## src/pcmq_pkg.sv

```systemverilog
package pcmq_pkg;

   // Port field widths.
   localparam int OP_W      = 3;
   localparam int ID_W      = 6;
   localparam int PAYLOAD_W = 32;
   localparam int PRIO_W    = 16;
   localparam int STATUS_W  = 2;

   // Operation codes.
   localparam logic [OP_W-1:0] OP_ADD     = 3'd0;
   localparam logic [OP_W-1:0] OP_PROMOTE = 3'd1;
   localparam logic [OP_W-1:0] OP_POP     = 3'd2;
   localparam logic [OP_W-1:0] OP_PEEK    = 3'd3;
   localparam logic [OP_W-1:0] OP_LOOKUP  = 3'd4;

   // Status codes.
   localparam logic [STATUS_W-1:0] STAT_OK     = 2'd0;
   localparam logic [STATUS_W-1:0] STAT_FULL   = 2'd1;
   localparam logic [STATUS_W-1:0] STAT_EMPTY  = 2'd2;
   localparam logic [STATUS_W-1:0] STAT_BAD_ID = 2'd3;

endpackage

```

## src/priority_collection_max_queue.sv

```systemverilog
// Priority store with increase-key. Each entry (payload, priority, live mark) sits in one
// word of a single-port-read memory; ids are handed out in order by add and never reused.
// The receiver cannot stall: every transfer on the request side produces exactly one
// response strobe on rsp_valid, which must be taken in that cycle. Add, and any request
// that is refused at once (store full, unknown op, unassigned id, pop or peek before any
// id has been handed out), answers in the cycle after the transfer and keeps busy low.
// Promote and lookup of an assigned id take one memory read, then the answer (with the
// write-back for promote). Pop and peek scan every id handed out so far (at most DEPTH)
// through the one memory read port, one entry per cycle, and then answer, even when
// every entry has been removed. No clearing pass is needed after reset: the id counter
// bounds every read.
module priority_collection_max_queue #(
   parameter int DEPTH        = 64,
   parameter int PAYLOAD_BITS = 32,
   parameter int PRIO_BITS    = 16
) (
   input  logic                                 clock,
   input  logic                                 reset,
   input  logic                                 start,
   output logic                                 busy,
   input  logic [pcmq_pkg::OP_W-1:0]            req_op,
   input  logic [pcmq_pkg::ID_W-1:0]            req_id,
   input  logic [pcmq_pkg::PAYLOAD_W-1:0]       req_payload,
   output logic                                 rsp_valid,
   output logic [pcmq_pkg::STATUS_W-1:0]        rsp_status,
   output logic [pcmq_pkg::ID_W-1:0]            rsp_result_id,
   output logic [pcmq_pkg::PAYLOAD_W-1:0]       rsp_result_payload,
   output logic [pcmq_pkg::PRIO_W-1:0]          rsp_result_priority,
   output logic                                 rsp_live
);

   localparam int IDX_W = $clog2(DEPTH);
   localparam int CNT_W = IDX_W + 1;

   typedef struct packed {
      logic                    live;
      logic [PRIO_BITS-1:0]    prio;
      logic [PAYLOAD_BITS-1:0] payload;
   } entry_type;

   typedef enum logic [1:0] {ST_IDLE, ST_ENTRY, ST_SCAN, ST_SCAN_DONE} state_type;

   // Width conversions between the port fields and the stored fields.
   function automatic logic [PAYLOAD_BITS-1:0] pay_to_store(
      input logic [pcmq_pkg::PAYLOAD_W-1:0] v);
      logic [PAYLOAD_BITS+pcmq_pkg::PAYLOAD_W-1:0] w;
      w = {{PAYLOAD_BITS{1'b0}}, v};
      return w[PAYLOAD_BITS-1:0];
   endfunction

   function automatic logic [pcmq_pkg::PAYLOAD_W-1:0] pay_to_port(
      input logic [PAYLOAD_BITS-1:0] v);
      logic [PAYLOAD_BITS+pcmq_pkg::PAYLOAD_W-1:0] w;
      w = {{pcmq_pkg::PAYLOAD_W{1'b0}}, v};
      return w[pcmq_pkg::PAYLOAD_W-1:0];
   endfunction

   function automatic logic [pcmq_pkg::PRIO_W-1:0] prio_to_port(
      input logic [PRIO_BITS-1:0] v);
      logic [PRIO_BITS+pcmq_pkg::PRIO_W-1:0] w;
      w = {{pcmq_pkg::PRIO_W{1'b0}}, v};
      return w[pcmq_pkg::PRIO_W-1:0];
   endfunction

   function automatic logic [pcmq_pkg::ID_W-1:0] idx_to_port(input logic [IDX_W-1:0] v);
      logic [IDX_W+pcmq_pkg::ID_W-1:0] w;
      w = {{pcmq_pkg::ID_W{1'b0}}, v};
      return w[pcmq_pkg::ID_W-1:0];
   endfunction

   function automatic logic [IDX_W-1:0] id_to_idx(input logic [pcmq_pkg::ID_W-1:0] v);
      logic [IDX_W+pcmq_pkg::ID_W-1:0] w;
      w = {{IDX_W{1'b0}}, v};
      return w[IDX_W-1:0];
   endfunction

   // Entry memory.
   entry_type mem [DEPTH];
   entry_type rd_data_ff;
   logic [IDX_W-1:0] mem_raddr;
   logic             mem_we;
   logic [IDX_W-1:0] mem_waddr;
   entry_type        mem_wdata;

   // Control and response registers.
   state_type        state_ff, state_in;
   logic [pcmq_pkg::OP_W-1:0] op_ff, op_in;
   logic [IDX_W-1:0] id_ff, id_in;
   logic [CNT_W-1:0] next_free_ff, next_free_in;
   logic [CNT_W-1:0] scan_addr_ff, scan_addr_in;
   logic [IDX_W-1:0] chk_idx_ff, chk_idx_in;
   logic             found_ff, found_in;
   logic [IDX_W-1:0] best_idx_ff, best_idx_in;
   entry_type        best_ff, best_in;

   logic                               rsp_valid_ff, rsp_valid_in;
   logic [pcmq_pkg::STATUS_W-1:0]      rsp_status_ff, rsp_status_in;
   logic [pcmq_pkg::ID_W-1:0]          rsp_id_ff, rsp_id_in;
   logic [pcmq_pkg::PAYLOAD_W-1:0]     rsp_payload_ff, rsp_payload_in;
   logic [pcmq_pkg::PRIO_W-1:0]        rsp_prio_ff, rsp_prio_in;
   logic                               rsp_live_ff, rsp_live_in;

   logic             accept;
   logic             known;
   logic             chk_last;
   logic [PRIO_BITS-1:0] prio_inc;

   assign accept   = start && (state_ff == ST_IDLE);
   assign known    = {{CNT_W{1'b0}}, req_id} < {{pcmq_pkg::ID_W{1'b0}}, next_free_ff};
   assign chk_last = {1'b0, chk_idx_ff} == CNT_W'(next_free_ff - 1'b1);
   assign prio_inc = (rd_data_ff.prio == {PRIO_BITS{1'b1}}) ? rd_data_ff.prio
                                                             : rd_data_ff.prio + 1'b1;

   // Sequencer: decode a transfer, read or scan the memory, write back, answer.
   always_comb begin
      state_in       = state_ff;
      op_in          = op_ff;
      id_in          = id_ff;
      next_free_in   = next_free_ff;
      scan_addr_in   = scan_addr_ff;
      chk_idx_in     = chk_idx_ff;
      found_in       = found_ff;
      best_idx_in    = best_idx_ff;
      best_in        = best_ff;
      rsp_valid_in   = 1'b0;
      rsp_status_in  = rsp_status_ff;
      rsp_id_in      = rsp_id_ff;
      rsp_payload_in = rsp_payload_ff;
      rsp_prio_in    = rsp_prio_ff;
      rsp_live_in    = rsp_live_ff;
      mem_raddr      = '0;
      mem_we         = 1'b0;
      mem_waddr      = '0;
      mem_wdata      = '0;

      case (state_ff)
         ST_IDLE: begin
            if (accept) begin
               op_in = req_op;
               id_in = id_to_idx(req_id);
               // Refusals answer at once with every other field zero.
               rsp_id_in      = '0;
               rsp_payload_in = '0;
               rsp_prio_in    = '0;
               rsp_live_in    = 1'b0;
               case (req_op)
                  pcmq_pkg::OP_ADD: begin
                     rsp_valid_in = 1'b1;
                     if (next_free_ff == CNT_W'(DEPTH)) begin
                        rsp_status_in = pcmq_pkg::STAT_FULL;
                     end else begin
                        mem_we            = 1'b1;
                        mem_waddr         = next_free_ff[IDX_W-1:0];
                        mem_wdata.live    = 1'b1;
                        mem_wdata.prio    = '0;
                        mem_wdata.payload = pay_to_store(req_payload);
                        next_free_in      = next_free_ff + 1'b1;
                        rsp_status_in     = pcmq_pkg::STAT_OK;
                        rsp_id_in         = idx_to_port(next_free_ff[IDX_W-1:0]);
                        rsp_payload_in    = pay_to_port(pay_to_store(req_payload));
                        rsp_live_in       = 1'b1;
                     end
                  end
                  pcmq_pkg::OP_PROMOTE,
                  pcmq_pkg::OP_LOOKUP: begin
                     if (known) begin
                        mem_raddr = id_to_idx(req_id);
                        state_in  = ST_ENTRY;
                     end else begin
                        rsp_valid_in  = 1'b1;
                        rsp_status_in = pcmq_pkg::STAT_BAD_ID;
                     end
                  end
                  pcmq_pkg::OP_POP,
                  pcmq_pkg::OP_PEEK: begin
                     if (next_free_ff == '0) begin
                        rsp_valid_in  = 1'b1;
                        rsp_status_in = pcmq_pkg::STAT_EMPTY;
                     end else begin
                        mem_raddr    = '0;
                        scan_addr_in = CNT_W'(1);
                        chk_idx_in   = '0;
                        found_in     = 1'b0;
                        state_in     = ST_SCAN;
                     end
                  end
                  default: begin
                     rsp_valid_in  = 1'b1;
                     rsp_status_in = pcmq_pkg::STAT_BAD_ID;
                  end
               endcase
            end
         end

         ST_ENTRY: begin
            rsp_valid_in = 1'b1;
            state_in     = ST_IDLE;
            if (op_ff == pcmq_pkg::OP_PROMOTE && !rd_data_ff.live) begin
               rsp_status_in  = pcmq_pkg::STAT_BAD_ID;
            end else begin
               rsp_status_in  = pcmq_pkg::STAT_OK;
               rsp_id_in      = idx_to_port(id_ff);
               rsp_payload_in = pay_to_port(rd_data_ff.payload);
               rsp_prio_in    = prio_to_port(rd_data_ff.prio);
               rsp_live_in    = rd_data_ff.live;
               if (op_ff == pcmq_pkg::OP_PROMOTE) begin
                  mem_we         = 1'b1;
                  mem_waddr      = id_ff;
                  mem_wdata      = rd_data_ff;
                  mem_wdata.prio = prio_inc;
                  rsp_prio_in    = prio_to_port(prio_inc);
               end
            end
         end

         ST_SCAN: begin
            // One read issued and one entry compared per cycle; ties go to the later id.
            mem_raddr    = scan_addr_ff[IDX_W-1:0];
            scan_addr_in = scan_addr_ff + 1'b1;
            chk_idx_in   = chk_idx_ff + 1'b1;
            if (rd_data_ff.live && (!found_ff || rd_data_ff.prio >= best_ff.prio)) begin
               found_in    = 1'b1;
               best_idx_in = chk_idx_ff;
               best_in     = rd_data_ff;
            end
            if (chk_last) begin
               state_in = ST_SCAN_DONE;
            end
         end

         ST_SCAN_DONE: begin
            rsp_valid_in = 1'b1;
            state_in     = ST_IDLE;
            if (!found_ff) begin
               rsp_status_in = pcmq_pkg::STAT_EMPTY;
            end else begin
               rsp_status_in  = pcmq_pkg::STAT_OK;
               rsp_id_in      = idx_to_port(best_idx_ff);
               rsp_payload_in = pay_to_port(best_ff.payload);
               rsp_prio_in    = prio_to_port(best_ff.prio);
               rsp_live_in    = (op_ff != pcmq_pkg::OP_POP);
               if (op_ff == pcmq_pkg::OP_POP) begin
                  mem_we         = 1'b1;
                  mem_waddr      = best_idx_ff;
                  mem_wdata      = best_ff;
                  mem_wdata.live = 1'b0;
               end
            end
         end

         default: begin
            state_in = ST_IDLE;
         end
      endcase
   end

   // State and registered outputs.
   always_ff @(posedge clock) begin
      if (reset) begin
         state_ff     <= ST_IDLE;
         next_free_ff <= '0;
         rsp_valid_ff <= 1'b0;
         found_ff     <= 1'b0;
      end else begin
         state_ff     <= state_in;
         next_free_ff <= next_free_in;
         rsp_valid_ff <= rsp_valid_in;
         found_ff     <= found_in;
      end
      op_ff          <= op_in;
      id_ff          <= id_in;
      scan_addr_ff   <= scan_addr_in;
      chk_idx_ff     <= chk_idx_in;
      best_idx_ff    <= best_idx_in;
      best_ff        <= best_in;
      rsp_status_ff  <= rsp_status_in;
      rsp_id_ff      <= rsp_id_in;
      rsp_payload_ff <= rsp_payload_in;
      rsp_prio_ff    <= rsp_prio_in;
      rsp_live_ff    <= rsp_live_in;
   end

   // Entry memory: one write and one registered read per cycle. Every write happens in
   // the last cycle of a request, so a later read never overlaps it.
   always_ff @(posedge clock) begin
      if (mem_we) begin
         mem[mem_waddr] <= mem_wdata;
      end
      rd_data_ff <= mem[mem_raddr];
   end

   assign busy                = (state_ff != ST_IDLE);
   assign rsp_valid           = rsp_valid_ff;
   assign rsp_status          = rsp_status_ff;
   assign rsp_result_id       = rsp_id_ff;
   assign rsp_result_payload  = rsp_payload_ff;
   assign rsp_result_priority = rsp_prio_ff;
   assign rsp_live            = rsp_live_ff;

   // A response is only ever shown after the sequencer has returned to idle.
   assert property (@(posedge clock) disable iff (reset) rsp_valid_ff |-> !busy)
      else $error("response strobe while a request is still in progress");

   // An add transfer answers in the very next cycle.
   assert property (@(posedge clock) disable iff (reset)
      (start && !busy && req_op == pcmq_pkg::OP_ADD) |=> rsp_valid_ff)
      else $error("add transfer produced no response");

   // The id counter never passes the store depth.
   assert property (@(posedge clock) disable iff (reset) next_free_ff <= CNT_W'(DEPTH))
      else $error("id counter beyond store depth");

   // The id counter only ever steps up by one.
   assert property (@(posedge clock) disable iff (reset)
      ($past(!reset) && next_free_ff != $past(next_free_ff))
         |-> next_free_ff == CNT_W'($past(next_free_ff) + 1'b1))
      else $error("id counter moved by other than one");

   // The scan never compares an entry that was not handed out.
   assert property (@(posedge clock) disable iff (reset)
      (state_ff == ST_SCAN) |-> ({1'b0, chk_idx_ff} < next_free_ff))
      else $error("scan ran past the last assigned id");

endmodule
```

## config.mk

```make
export PLATFORM = sky130hd
export DESIGN_NAME = priority_collection_max_queue
export DESIGN_NICKNAME = d
export VERILOG_FILES = /design/src/pcmq_pkg.sv /design/src/priority_collection_max_queue.sv
export SDC_FILE = /design/constraint.sdc
export NUM_CORES = 2
export LEC_CHECK = 0
export ABC_AREA = 0
export BUFFER_PORTS_ARGS = -buffer_cell sky130_fd_sc_hd__buf_2
export CORE_MARGIN = 3
export CORE_UTILIZATION = 50
export CTS_CLUSTER_SIZE = 24
export DETAILED_ROUTE_END_ITERATION = 12
export PLACE_DENSITY = 0.65
export SLEW_MARGIN = 30
export SYNTH_ARGS = -nofsm -noshare
export SYNTH_HDL_FRONTEND = slang
export SYNTH_SLANG_ARGS = --single-unit
```

## constraint.sdc

```tcl
create_clock -name clock -period 12.4 [get_ports clock]
set_input_delay 2.48 -clock clock [delete_from_list [all_inputs] [get_ports clock]]
set_output_delay 2.48 -clock clock [all_outputs]
set_load 0.005 [all_outputs]
```

==> metrics.txt <==
Final setup viols 0; CP Launch Type primary input; total die area 0.270 sq mm; relative slew slack 0.231; Worst Setup SP req_id[4]; RR Startpoint state_ff[1]; Global Route Usage Sum 0.282; Synth Warn # 0; Routability Congestion 0.905; CORE AREA 0.261 sq mm; area share of the leading cell type in the synthesized netlist 0.745; drt drc 0; Synth Area in Adders 0.00247; Req. time, crit path 13.18 ns; final net count 8940; Vias 81700; proportion of synthesized area in mux cells 0.00311; Syn Area/Cell 14.9 sq um; RSZ-0062 raised after global routing false; drt wl/cell 30.8 microns; status finished clean; largest family of logic cells by synthesized area compound AO/OA/AOI/OAI gates; Hold Path Class register to register; Fill cells 19800; Synth Area in Compound Gates 0.120; Post-Synth Simple-Gate Area 0.0945; I/O pins 103; Reg2Reg Depth 12; Syn Nets 8895; sequential share of the synthesized area 0.754; Clock transition at path regs 0.07 ns; Row Count 187; Seq cells post-synth 3328; Final Max Slew Viols 0; Power, Total 22.8 mW; Horiz. Die Dim 519 microns; TritonCTS clock tree built; predominant post-synthesis flop cell edfxtp_1; Post-synth EDFFs 3268; PortBufs 102; Critical Path End rd_data_ff[10]; Routed Antenna Nets 0; Synth Area in XOR/XNOR 0.00292; CP endpoint kind register; DRT Wirelength 389 mm; post-route minimum period 6.80 ns; initial DRC count 12000; Clock Path Buffers 4; antenna violations before repair 12; most area-consuming cells after synthesis edfxtp_1 (74%), a311oi_1 (5.2%), nand2_1 (4.6%), a211oi_1 (4.6%), and2_1 (3.7%); CTS sink count 3328; Peak VDD IR 157 uV; # Post-CTS Setup Buffers 0; final cell count without fillers 12600; first-pass GRT wire length 554 mm; Clk Latency, worst-skew pair 0.96 ns; final hold viol count 0; Vias/cell 6.47; largest net degree at the start of global routing 213; dpl hpwl 205 mm; CP max FO 62; H-tree levels 5; Peak Freq 0.147 GHz; post_cts resized 0; CTS Buf Count 339; max-cap check violation count 0; fraction of layout cells with a size suffix above 1 0.111; placed cells 12000; Worst Max-Slew Pin Slew 1.14 ns; leading area contributor after synthesis edfxtp_1; path type of the worst setup path primary input to register; Crit path arrival time 7.58 ns; Post-Route Setup TNS 0 ns; synth cell count leaders edfxtp_1 (3268), nand2_1 (1631), a211oi_1 (799); RR Endpoint rd_data_ff[10]; clock root cell clkbuf_16; final period utilization 0.549; skew final 0.0750 ns; Post-Syn Instances 8825; Initial Util 0.505; synth unique cells 56; async set-reset flop share out of synthesis 0; Pre-Repair DR Iteration Count 9; Overflow after GRT 0; synthesized area 0.132 sq mm; vias in the first global route 77100; Die Height 519 microns; Layout area overhead 12.5%; PwrDens 154 mW/mm^2; r2r setup slk 6.59 ns; Lkg Pwr 49.0 nW; most frequent cell after synthesis edfxtp_1; CTS Hold Bufs 0
layout make-up:
cell class	instances	area, sq um	share of cell area
diodes	2	5.00	0.0000338
clock buffers	441	9170	0.0618
clock inverters	154	1570	0.0106
inverters	59	224	0.00151
multi-input cells	4759	30300	0.205
flip-flops and latches	3328	99300	0.670
well taps	3496	4370	0.0295
repair buffers	383	3250	0.0219
power breakdown:
part	total, mW	switching (mW)	internal (mW)
Sequential	12.3	0.0823	12.2
Clock	9.98	4.14	5.84
Combinational	0.480	0.341	0.138
critical path: stages:
cell      delay, ns
buf_2          0.16
ha_1           0.34
a211oi_1       0.31
nor3_2         0.17
nor3_4         0.41
o21ai_1        0.20
a21oi_4        0.46
buf_12         0.45
buf_4          0.57
buf_4          0.49
a311oi_1       0.13
o41ai_1        0.95
nand4_1        0.17
cell families (layout without fill, tap and decap cells):
logic type / count (synthesis) / count (layout)
DFF: 3328 / 3328
and+or+nand+nor: 2706 / 2706
AOI/OAI and AO/OA: 1942 / 1942
buffers and inverters: 738 / 1037
xor gates and xnor gates: 44 / 44
muxes: 41 / 41
adders and majority gates: 26 / 26
other: 0 / 2
stage by stage:
stage          worst slack (ns)   util  instance area (sq um)  hold WS [ns]
6_report                   5.60  0.568                 148000         0.474
3_5_place_dp               4.89  0.527                 137000         0.452
4_1_cts                    5.88  0.568                 148000         0.467
3_3_place_gp               4.58  0.525                 137000         0.451
2_1_floorplan              5.31      -                 132000         0.424
5_1_grt                    5.52  0.568                 148000         0.503
flip-flops by register name, indices dropped and copies added, names as in the netlist, 2 cells and up:
signal               count
mem                   3136
rd_data_ff              49
best_ff                 48
rsp_result_payload      32
rsp_result_priority     16
next_free_ff             7
best_idx_ff              6
chk_idx_ff               6
id_ff                    6
rsp_result_id            6
scan_addr_ff             6
op_ff                    3
rsp_status               2
state_ff                 2
layout by cell type (no fill, tap or decap), drive strengths merged, types with 3 or more instances in the layout:
cell      Yosys  final
edfxtp     3268   3268
nand2      1631   1631
a211oi      800    800
and2        791    791
a311oi      786    786
clkbuf      484    441
buf         195    383
o41ai       196    196
nor2        154    154
clkinv        0    111
inv          59     64
dfxtp        60     60
nand4        58     58
mux2i        41     41
a31o         36     36
o21ai        34     34
a222oi       33     33
bufinv        0     31
xnor2        30     30
ha           26     26
a21oi        25     25
nand3        20     20
xor2         14     14
nor3         14     14
a21o         11     11
and3          8      8
clkinvlp      0      7
nor2b         6      6
or3           6      6
nor4          5      5
nand2b        5      5
a22oi         5      5
a22o          3      3
a32o          3      3
o21a          3      3
per-layer routing:
layer	up-vias	GRT usage	share of wire
met5	-	0	0.00048
met4	4	0.105	0.039
met3	720	0.0716	0.12
met2	4706	0.422	0.45
met1	41500	0.399	0.39
li1	34700	-	-
how the worst min path moves through the flow:
stage,startpoint,end,slack [ns],cells after the start
after CTS,rd_data_ff[14],best_ff[14],0.47,0
after detailed placement,rd_data_ff[14],best_ff[14],0.45,0
after global routing,rd_data_ff[14],best_ff[14],0.50,0
after global placement,rd_data_ff[29],best_ff[29],0.45,0
after floorplan,chk_idx_ff[2],best_idx_ff[2],0.42,0
final,rd_data_ff[14],best_ff[14],0.47,0
Power figures use the tool's default switching activity.
